$ cat src/design/scap_pkg.sv
`default_nettype none

package scap_pkg;

  typedef enum logic [2:0] {
    PH_IDLE,
    PH_T0,
    PH_IFACE,
    PH_HIST,
    PH_TCK
  } phase_t;

  typedef enum logic [2:0] {
    KIND_TS,
    KIND_T0,
    KIND_TA,
    KIND_TB,
    KIND_TC,
    KIND_TD,
    KIND_HIST,
    KIND_TCK
  } kind_t;

  typedef enum logic [2:0] {
    ST_OK,
    ST_BAD_TS,
    ST_TIMEOUT,
    ST_OVERFLOW,
    ST_TA2_MODE
  } status_t;

  typedef enum logic [1:0] {
    MODE_DEFAULT,
    MODE_SPECIFIC,
    MODE_NEGOTIATE
  } mode_t;

  typedef struct packed {
    kind_t       byte_kind;
    logic [2:0]  group_index;
    logic        done_res;
    status_t     status;
    logic        check_ok;
    mode_t       rate_mode;
    logic [7:0]  rate_byte;
    logic [11:0] etu_ticks;
    logic [7:0]  atr_length;
  } scap_result_t;

  localparam logic [7:0]  TS_DIRECT         = 8'h3B;
  localparam logic [7:0]  TS_INVERSE        = 8'h3F;
  localparam logic [7:0]  TA2_SPECIFIC      = 8'h80;
  localparam logic [7:0]  RATE_DEFAULT      = 8'h11;
  localparam logic [7:0]  MAX_ATR_LEN_RESET = 8'd33;
  localparam logic [2:0]  MAX_GROUPS        = 3'd4;
  localparam logic [11:0] ETU_DEFAULT       = 12'd372;

  localparam logic [11:0] F_TABLE [16] = '{
    12'd372, 12'd372, 12'd558, 12'd744, 12'd1116, 12'd1488, 12'd1860, 12'd0,
    12'd256, 12'd512, 12'd768, 12'd1024, 12'd1536, 12'd2048, 12'd0, 12'd0
  };

  // F over D for the divisors that are not powers of two
  localparam logic [7:0] F_DIV12 [16] = '{
    8'd31, 8'd31, 8'd46, 8'd62, 8'd93, 8'd124, 8'd155, 8'd0,
    8'd21, 8'd42, 8'd64, 8'd85, 8'd128, 8'd170, 8'd0, 8'd0
  };
  localparam logic [7:0] F_DIV20 [16] = '{
    8'd18, 8'd18, 8'd27, 8'd37, 8'd55, 8'd74, 8'd93, 8'd0,
    8'd12, 8'd25, 8'd38, 8'd51, 8'd76, 8'd102, 8'd0, 8'd0
  };
  localparam logic [7:0] F_DIV372 [16] = '{
    8'd1, 8'd1, 8'd1, 8'd2, 8'd3, 8'd4, 8'd5, 8'd0,
    8'd0, 8'd1, 8'd2, 8'd2, 8'd4, 8'd5, 8'd0, 8'd0
  };

  function automatic logic [11:0] etu_of(input logic [7:0] rate);
    logic [11:0] f;
    logic [11:0] etu;
    f = F_TABLE[rate[7:4]];
    case (rate[3:0])
      4'd2:    etu = f >> 1;
      4'd3:    etu = f >> 2;
      4'd4:    etu = f >> 3;
      4'd5:    etu = f >> 4;
      4'd6:    etu = f >> 5;
      4'd7:    etu = f >> 6;
      4'd8:    etu = {4'd0, F_DIV12[rate[7:4]]};
      4'd9:    etu = {4'd0, F_DIV20[rate[7:4]]};
      4'd13:   etu = {4'd0, F_DIV372[rate[7:4]]};
      4'd14:   etu = f >> 8;
      4'd15:   etu = f >> 7;
      default: etu = f;
    endcase
    return etu;
  endfunction

endpackage

`default_nettype wire

$ cat src/design/smart_card_atr_parser.sv
// Path: a transferred byte is captured in the hold register, then parsed and
// registered in the result register once that frees, then offered from there.
// Throughput: one byte per cycle; the result register frees the input side
// whenever the result is taken or empty.
// Reset: synchronous rst empties both registers, returns the parser to idle
// and sets max_atr_len to 33.
`default_nettype none

module smart_card_atr_parser import scap_pkg::*; (
  input  logic        clk,
  input  logic        rst,
  input  logic        in_valid,
  output logic        in_ready,
  input  logic [7:0]  rx_byte,
  input  logic        start_req,
  input  logic        timeout,
  output logic        out_valid,
  input  logic        out_ready,
  output logic [2:0]  byte_kind,
  output logic [2:0]  group_index,
  output logic        done_res,
  output logic [2:0]  status,
  output logic        check_ok,
  output logic [1:0]  rate_mode,
  output logic [7:0]  rate_byte,
  output logic [11:0] etu_ticks,
  output logic [7:0]  atr_length,
  input  logic        cfg_valid,
  output logic        cfg_ready,
  input  logic [7:0]  cfg_data
);

  logic [7:0]   max_atr_len;
  logic         hold_valid;
  logic [7:0]   hold_rx_byte;
  logic         hold_start_req;
  logic         hold_timeout;
  logic         step;
  scap_result_t res_next;
  scap_result_t res;

  assign cfg_ready = 1'b1;
  assign step      = hold_valid && (!out_valid || out_ready);
  assign in_ready  = !hold_valid || step;

  always_ff @(posedge clk) begin
    if (rst) begin
      max_atr_len <= MAX_ATR_LEN_RESET;
    end else if (cfg_valid && cfg_ready) begin
      max_atr_len <= cfg_data;
    end
  end

  always_ff @(posedge clk) begin
    if (rst) begin
      hold_valid <= 1'b0;
    end else if (in_ready) begin
      hold_valid <= in_valid;
    end
  end

  always_ff @(posedge clk) begin
    if (in_valid && in_ready) begin
      hold_rx_byte   <= rx_byte;
      hold_start_req <= start_req;
      hold_timeout   <= timeout;
    end
  end

  scap_core u_core (
    .clk         (clk),
    .rst         (rst),
    .en          (step),
    .rx_byte     (hold_rx_byte),
    .start_req   (hold_start_req),
    .timeout     (hold_timeout),
    .max_atr_len (max_atr_len),
    .result      (res_next)
  );

  always_ff @(posedge clk) begin
    if (rst) begin
      out_valid <= 1'b0;
    end else if (step) begin
      out_valid <= 1'b1;
    end else if (out_ready) begin
      out_valid <= 1'b0;
    end
  end

  always_ff @(posedge clk) begin
    if (step) begin
      res <= res_next;
    end
  end

  assign byte_kind   = res.byte_kind;
  assign group_index = res.group_index;
  assign done_res    = res.done_res;
  assign status      = res.status;
  assign check_ok    = res.check_ok;
  assign rate_mode   = res.rate_mode;
  assign rate_byte   = res.rate_byte;
  assign etu_ticks   = res.etu_ticks;
  assign atr_length  = res.atr_length;

endmodule

`default_nettype wire

$ cat src/design/scap_core.sv
`default_nettype none

module scap_core import scap_pkg::*; (
  input  logic         clk,
  input  logic         rst,
  input  logic         en,
  input  logic [7:0]   rx_byte,
  input  logic         start_req,
  input  logic         timeout,
  input  logic [7:0]   max_atr_len,
  output scap_result_t result
);

  phase_t     phase, phase_next;
  logic [3:0] pending_indicators, pending_indicators_next;
  logic [2:0] group_count, group_count_next;
  logic       needs_check_byte, needs_check_byte_next;
  logic [3:0] historical_left, historical_left_next;
  logic [7:0] byte_count, byte_count_next;
  logic [7:0] xor_accumulator, xor_accumulator_next;
  logic [7:0] first_ta, first_ta_next;
  logic [7:0] second_ta, second_ta_next;

  logic [1:0] which;
  logic       ended;
  logic [7:0] rate;

  always_ff @(posedge clk) begin
    if (rst) begin
      phase              <= PH_IDLE;
      pending_indicators <= '0;
      group_count        <= '0;
      needs_check_byte   <= 1'b0;
      historical_left    <= '0;
      byte_count         <= '0;
      xor_accumulator    <= '0;
      first_ta           <= '0;
      second_ta          <= '0;
    end else if (en) begin
      phase              <= phase_next;
      pending_indicators <= pending_indicators_next;
      group_count        <= group_count_next;
      needs_check_byte   <= needs_check_byte_next;
      historical_left    <= historical_left_next;
      byte_count         <= byte_count_next;
      xor_accumulator    <= xor_accumulator_next;
      first_ta           <= first_ta_next;
      second_ta          <= second_ta_next;
    end
  end

  always_comb begin
    if (pending_indicators[0]) begin
      which = 2'd0;
    end else if (pending_indicators[1]) begin
      which = 2'd1;
    end else if (pending_indicators[2]) begin
      which = 2'd2;
    end else begin
      which = 2'd3;
    end
  end

  always_comb begin
    phase_next              = phase;
    pending_indicators_next = pending_indicators;
    group_count_next        = group_count;
    needs_check_byte_next   = needs_check_byte;
    historical_left_next    = historical_left;
    byte_count_next         = byte_count;
    xor_accumulator_next    = xor_accumulator;
    first_ta_next           = first_ta;
    second_ta_next          = second_ta;
    ended                   = 1'b0;
    rate                    = RATE_DEFAULT;

    result           = '0;
    result.byte_kind = KIND_TS;
    result.status    = ST_OK;
    result.rate_mode = MODE_DEFAULT;

    if (timeout) begin
      if (phase != PH_IDLE) begin
        result.done_res = 1'b1;
        result.status   = ST_TIMEOUT;
      end
      phase_next = PH_IDLE;
    end else if (start_req) begin
      pending_indicators_next = '0;
      group_count_next        = '0;
      needs_check_byte_next   = 1'b0;
      historical_left_next    = '0;
      xor_accumulator_next    = '0;
      first_ta_next           = '0;
      second_ta_next          = '0;
      byte_count_next         = (max_atr_len != 8'd0) ? 8'd1 : 8'd0;
      phase_next              = PH_IDLE;
      if (rx_byte != TS_DIRECT && rx_byte != TS_INVERSE) begin
        result.done_res = 1'b1;
        result.status   = ST_BAD_TS;
      end else if (max_atr_len == 8'd0) begin
        result.done_res = 1'b1;
        result.status   = ST_OVERFLOW;
      end else begin
        phase_next = PH_T0;
      end
    end else if (phase != PH_IDLE) begin
      case (phase)
        PH_T0:   result.byte_kind = KIND_T0;
        PH_HIST: result.byte_kind = KIND_HIST;
        PH_TCK:  result.byte_kind = KIND_TCK;
        PH_IFACE: begin
          case (which)
            2'd0:    result.byte_kind = KIND_TA;
            2'd1:    result.byte_kind = KIND_TB;
            2'd2:    result.byte_kind = KIND_TC;
            default: result.byte_kind = KIND_TD;
          endcase
          result.group_index = group_count + 3'd1;
        end
        default: result.byte_kind = KIND_TS;
      endcase

      if (byte_count >= max_atr_len) begin
        result.done_res = 1'b1;
        result.status   = ST_OVERFLOW;
        phase_next      = PH_IDLE;
      end else begin
        byte_count_next      = byte_count + 8'd1;
        xor_accumulator_next = xor_accumulator ^ rx_byte;
        case (phase)
          PH_T0: begin
            pending_indicators_next = rx_byte[7:4];
            historical_left_next    = rx_byte[3:0];
          end
          PH_IFACE: begin
            pending_indicators_next = pending_indicators & ~(4'b0001 << which);
            if (which == 2'd0) begin
              if (group_count == 3'd0) begin
                first_ta_next = rx_byte;
              end else if (group_count == 3'd1) begin
                second_ta_next = rx_byte;
              end
            end else if (which == 2'd3) begin
              group_count_next = group_count + 3'd1;
              if (rx_byte[3:0] != 4'd0) begin
                needs_check_byte_next = 1'b1;
              end
              pending_indicators_next = (group_count_next >= MAX_GROUPS) ? 4'd0
                                                                         : rx_byte[7:4];
            end
          end
          PH_HIST: historical_left_next = historical_left - 4'd1;
          default: ;
        endcase

        if (phase == PH_TCK) begin
          ended = 1'b1;
        end else if (pending_indicators_next != 4'd0) begin
          phase_next = PH_IFACE;
        end else if (historical_left_next != 4'd0) begin
          phase_next = PH_HIST;
        end else if (needs_check_byte_next) begin
          phase_next = PH_TCK;
        end else begin
          ended = 1'b1;
        end
      end
    end

    if (ended) begin
      phase_next      = PH_IDLE;
      result.done_res = 1'b1;
      result.check_ok = needs_check_byte_next ? (xor_accumulator_next == 8'd0) : 1'b1;
      if (second_ta_next != 8'd0 && second_ta_next != TA2_SPECIFIC) begin
        result.status = ST_TA2_MODE;
      end else if (second_ta_next == TA2_SPECIFIC) begin
        result.rate_mode = MODE_SPECIFIC;
        rate             = first_ta_next;
      end else if (first_ta_next != RATE_DEFAULT && first_ta_next != 8'd0) begin
        result.rate_mode = MODE_NEGOTIATE;
        rate             = first_ta_next;
      end
    end

    result.rate_byte  = rate;
    result.etu_ticks  = etu_of(rate);
    result.atr_length = byte_count_next;
  end

endmodule

`default_nettype wire

$ cat config.mk
export PLATFORM = sky130hd
export DESIGN_NAME = smart_card_atr_parser
export DESIGN_NICKNAME = d
export VERILOG_FILES = /design/src/design/scap_pkg.sv /design/src/design/smart_card_atr_parser.sv /design/src/design/scap_core.sv
export SDC_FILE = /design/constraint.sdc
export NUM_CORES = 1
export LEC_CHECK = 0
export BUFFER_PORTS_ARGS = -buffer_cell sky130_fd_sc_hd__buf_2
export CORE_ASPECT_RATIO = 0.75
export CORE_UTILIZATION = 60
export CTS_CLUSTER_SIZE = 16
export DETAILED_ROUTE_END_ITERATION = 6
export HOLD_SLACK_MARGIN = 0.08
export PLACE_DENSITY = 0.89
export SLEW_MARGIN = 30
export SYNTH_ARGS = -nofsm -noshare
export SYNTH_HDL_FRONTEND = slang
export SYNTH_SLANG_ARGS = --single-unit
$ cat constraint.sdc
create_clock -name clk -period 5.53 [get_ports clk]
set_input_delay 1.106 -clock clk [delete_from_list [all_inputs] [get_ports clk]]
set_output_delay 1.106 -clock clk [all_outputs]
set_load 0.05 [all_outputs]
==> flow_summary_export.csv <==
group,metric,value,unit
status,status,"complete, no violations",
route,wl,21.2,mm
finish,diodes,0,
cts,cts_tree,"done",
yosys,synth.distinct_cells,77,
min_path,min-delay-start,"u_core.pending_indicators[3]",
global_route,grt.total_usage,0.360,
floorplanning,design.core.area,0.0111,mm^2
global_route,grt_pass1_wl,33.5,mm
route,drc,0,
worst_setup_path,critical_path.startpoint,"max_atr_len[7]",
worst_setup_path,crit_family,"compound AO/OA/AOI/OAI gates",
power_and_ir_drop,peakVddDrop,0.175,mV
route,drtPass1Iterations,7,
route,routed-via-count,7100,
finish,seq_area,0.00267,mm^2
sta,layout_min_cycle_time,5130,ps
power_and_ir_drop,switchingPower,496,uW
power_and_ir_drop,powerDensity,239,mW/mm^2
sta,worst_pin_slew,1020,ps
sta,slew_violations,0,
power_and_ir_drop,swShare,0.266,
sta,maxSlewHeadroom,0.318,
sta,worst_slack,396,ps
finish,nets,929,
cts,post_cts_resized,0,
floorplanning,rows,33,
finish,drive_gt1_frac,0.157,
finish,fin_cells,1033,
route,wl_per_cell,20.5,um
floorplanning,dieArea,0.0120,mm^2
global_route,antenna_found_initial,0,
sta,clock_skew,11.5,ps
worst_setup_path,slowest_stage,"a2111oi_2",
sta,finalSetupViolCount,0,
yosys,ys_async_sr_fraction,0,
flow_run,cap_violations,0,
worst_setup_path,worstSetupPathType,"reg2reg",
placed_design,dpl.hpwl,15.0,mm
cts,clkTransAtPathRegs,70,ps
cts,cts_buffers,9,
power_and_ir_drop,internal_power,1370,uW
worst_setup_path,critical_path.max_fanout,6,
placed_design,pre_cts_slack,344,ps
yosys,synth_area,0.00692,mm^2
sta,rsz0062_at_grt,"false",
cts,cts.sinks,108,
worst_setup_path,r2r-start,"max_atr_len[7]",
route,drt.antenna.violating_nets,0,
yosys,synth_cells,832,
floorplanning,die_x,126,um
worst_setup_path,worstPathRequired,5600,ps
yosys,avgSynthCellArea,8.31,um^2
cts,clk_latency,350,ps
sta,setup-tns-final,0,ps
cts,clockBufferDepth,2,
power_and_ir_drop,combPwrFrac,0.137,
cts,cts-htree-levels,3,
yosys,synth_warnings,0,
sta,fmax,195,MHz
global_route,gr-total-overflow,0,
worst_setup_path,worstPathArrival,5200,ps
power_and_ir_drop,seqPwrFrac,0.472,
power_and_ir_drop,p_clk_frac,0.391,
placed_design,globalplace.congestion,1.10,
global_route,grt_pass1_vias,6253,
finish,fill_cells,845,
yosys,synthFlopType,"dfxtp_1",
floorplanning,fp.dieH,95.0,um
placed_design,place_inst,1017,
worst_setup_path,cp-start-kind,"register",
floorplanning,ios,67,
global_route,grt_max_degree,70,
placed_design,portBuffers,65,
yosys,synth_edf_count,51,
finish,syn_to_final_growth,13.1,%
yosys,ys_seq_area_frac,0.386,
yosys,ys_ff_latch,108,
cts,cts_root_buf,"clkbuf_16",
min_path,min_path_type,"reg2reg",
worst_setup_path,worstPathCellList,"inv_1 -> ha_1 -> a41oi_1 -> o21ai_0 -> a31oi_1 -> a41oi_1 -> mux2_2 -> a2111oi_2 -> nand2_1 -> and3_1 -> ha_1 -> mux2_2 -> o211ai_1 -> mux2i_1 -> a2111oi_0 -> a22oi_1",
floorplanning,start_util,0.625,
cts,cts_setup_buffers,0,
cts,postCtsHoldBufs,0,
sta,period_share,0.928,
power_and_ir_drop,leakage,0.00284,uW
worst_setup_path,slowest_delay,530,ps
worst_setup_path,endpoint_kind,"register",
finish,multiInputGateArea,0.00391,mm^2
yosys,synth_fp_nets,873,
route,drt-initial-drc-count,1099,
route,viasPerCell,6.87,
worst_setup_path,worstPathBufferInverterCount,1,
sta,hold_viol,0,
## synth_stat cells, drive strengths merged (15+ instances only)
| master | number | area, um^2 |
|---|---|---|
| dfxtp | 57 | 1140 |
| ha | 18 | 225 |
| edfxtp | 51 | 1530 |
| mux2i | 16 | 160 |
| a22oi | 15 | 113 |
| nand3 | 23 | 115 |
| a211oi | 22 | 178 |
| clkbuf | 46 | 173 |
| a21oi | 72 | 360 |
| o21ai | 35 | 175 |
| inv | 27 | 101 |
| nand2 | 90 | 338 |
| nor2 | 101 | 379 |
| nor3 | 33 | 165 |
## power groups by stage
stage / logic (uW) / clock network (uW) / registers, uW
after floorplan: 141 / 0 / 924
after CTS: 244 / 737 / 880
after global placement: 241 / 0 / 896
final: 256 / 730 / 881
after detailed placement: 243 / 0 / 897
after global routing: 270 / 770 / 882
## area by class of cell
type | count | share of cell area
inverters | 30 | 0.0150
multi-input cells | 637 | 0.500
flip-flops and latches | 108 | 0.342
well taps | 140 | 0.0224
clock buffers | 13 | 0.0347
repair buffers | 102 | 0.0774
clock inverters | 3 | 0.00880
## final timing paths
kind / to / slack (ps) / cells after the start
worst max register to register: etu_ticks[6] / 400 / 16
worst min register to register: u_core.pending_indicators[3] / 490 / 2
worst min-delay path: u_core.pending_indicators[3] / 490 / 2
worst max-delay path: etu_ticks[6] / 400 / 16
## worst register-to-register path: stages (launching register included)
cell and delay (ps):
dfxtp_1 360, inv_1 60, ha_1 340, a41oi_1 300, o21ai_0 250, a31oi_1 350, a41oi_1 160, mux2_2 310
a2111oi_2 530, nand2_1 190, and3_1 260, ha_1 400, mux2_2 340, o211ai_1 370, mux2i_1 120, a2111oi_0 400
a22oi_1 120
## per-layer routing
layer / GRT usage / share of wire / vias to the layer above
met4: 0.0994 / 0.020 / 0
met3: 0.141 / 0.15 / 57
li1: - / - / 3215
met5: 0 / 0 / -
met2: 0.503 / 0.41 / 533
met1: 0.511 / 0.42 / 3295
## logic make-up (layout without fill, tap and decap cells)
family / Yosys count / count (layout) / synth area share
other: 1 / 1 / 0.000542
DFF: 108 / 108 / 0.386
AOI/OAI and AO/OA: 240 / 240 / 0.237
xor gates and xnor gates: 12 / 12 / 0.0152
buffers and inverters: 87 / 148 / 0.0501
adders and majority gates: 18 / 18 / 0.0326
and+or+nand+nor: 346 / 346 / 0.248
muxes: 20 / 20 / 0.0297
## stage by stage
step	hold slack, ps	instance area (um^2)	total power (uW)	utilization
after floorplan	450	6920	1070	-
after global placement	463	7470	1140	0.675
after detailed placement	470	7470	1140	0.675
after CTS	488	7810	1860	0.706
after global routing	512	7820	1920	0.707
final	489	7820	1870	0.707
## layout by cell type (no fill, tap or decap), drive strengths merged, types with 11 or more instances in the layout
cell    netlist  layout
inv          27      27
buf          11     102
mux2i        16      16
nor2        101     101
nand3b       12      12
o22ai        11      11
a22oi        15      15
nor3         33      33
edfxtp       51      51
ha           18      18
nand3        23      23
dfxtp        57      57
a211oi       22      22
clkbuf       46      13
o21ai        35      35
a21oi        72      72
nand2        90      90
## sequential cells by signal, summed over array words and instances (netlist names), 8 cells and up
name / flops
etu_ticks: 12
u_core.byte_count: 8
max_atr_len: 8
hold_rx_byte: 8
u_core.first_ta: 8
rate_byte: 8
atr_length: 8
u_core.xor_accumulator: 8
u_core.second_ta: 8
Power figures use the tool's default switching activity.
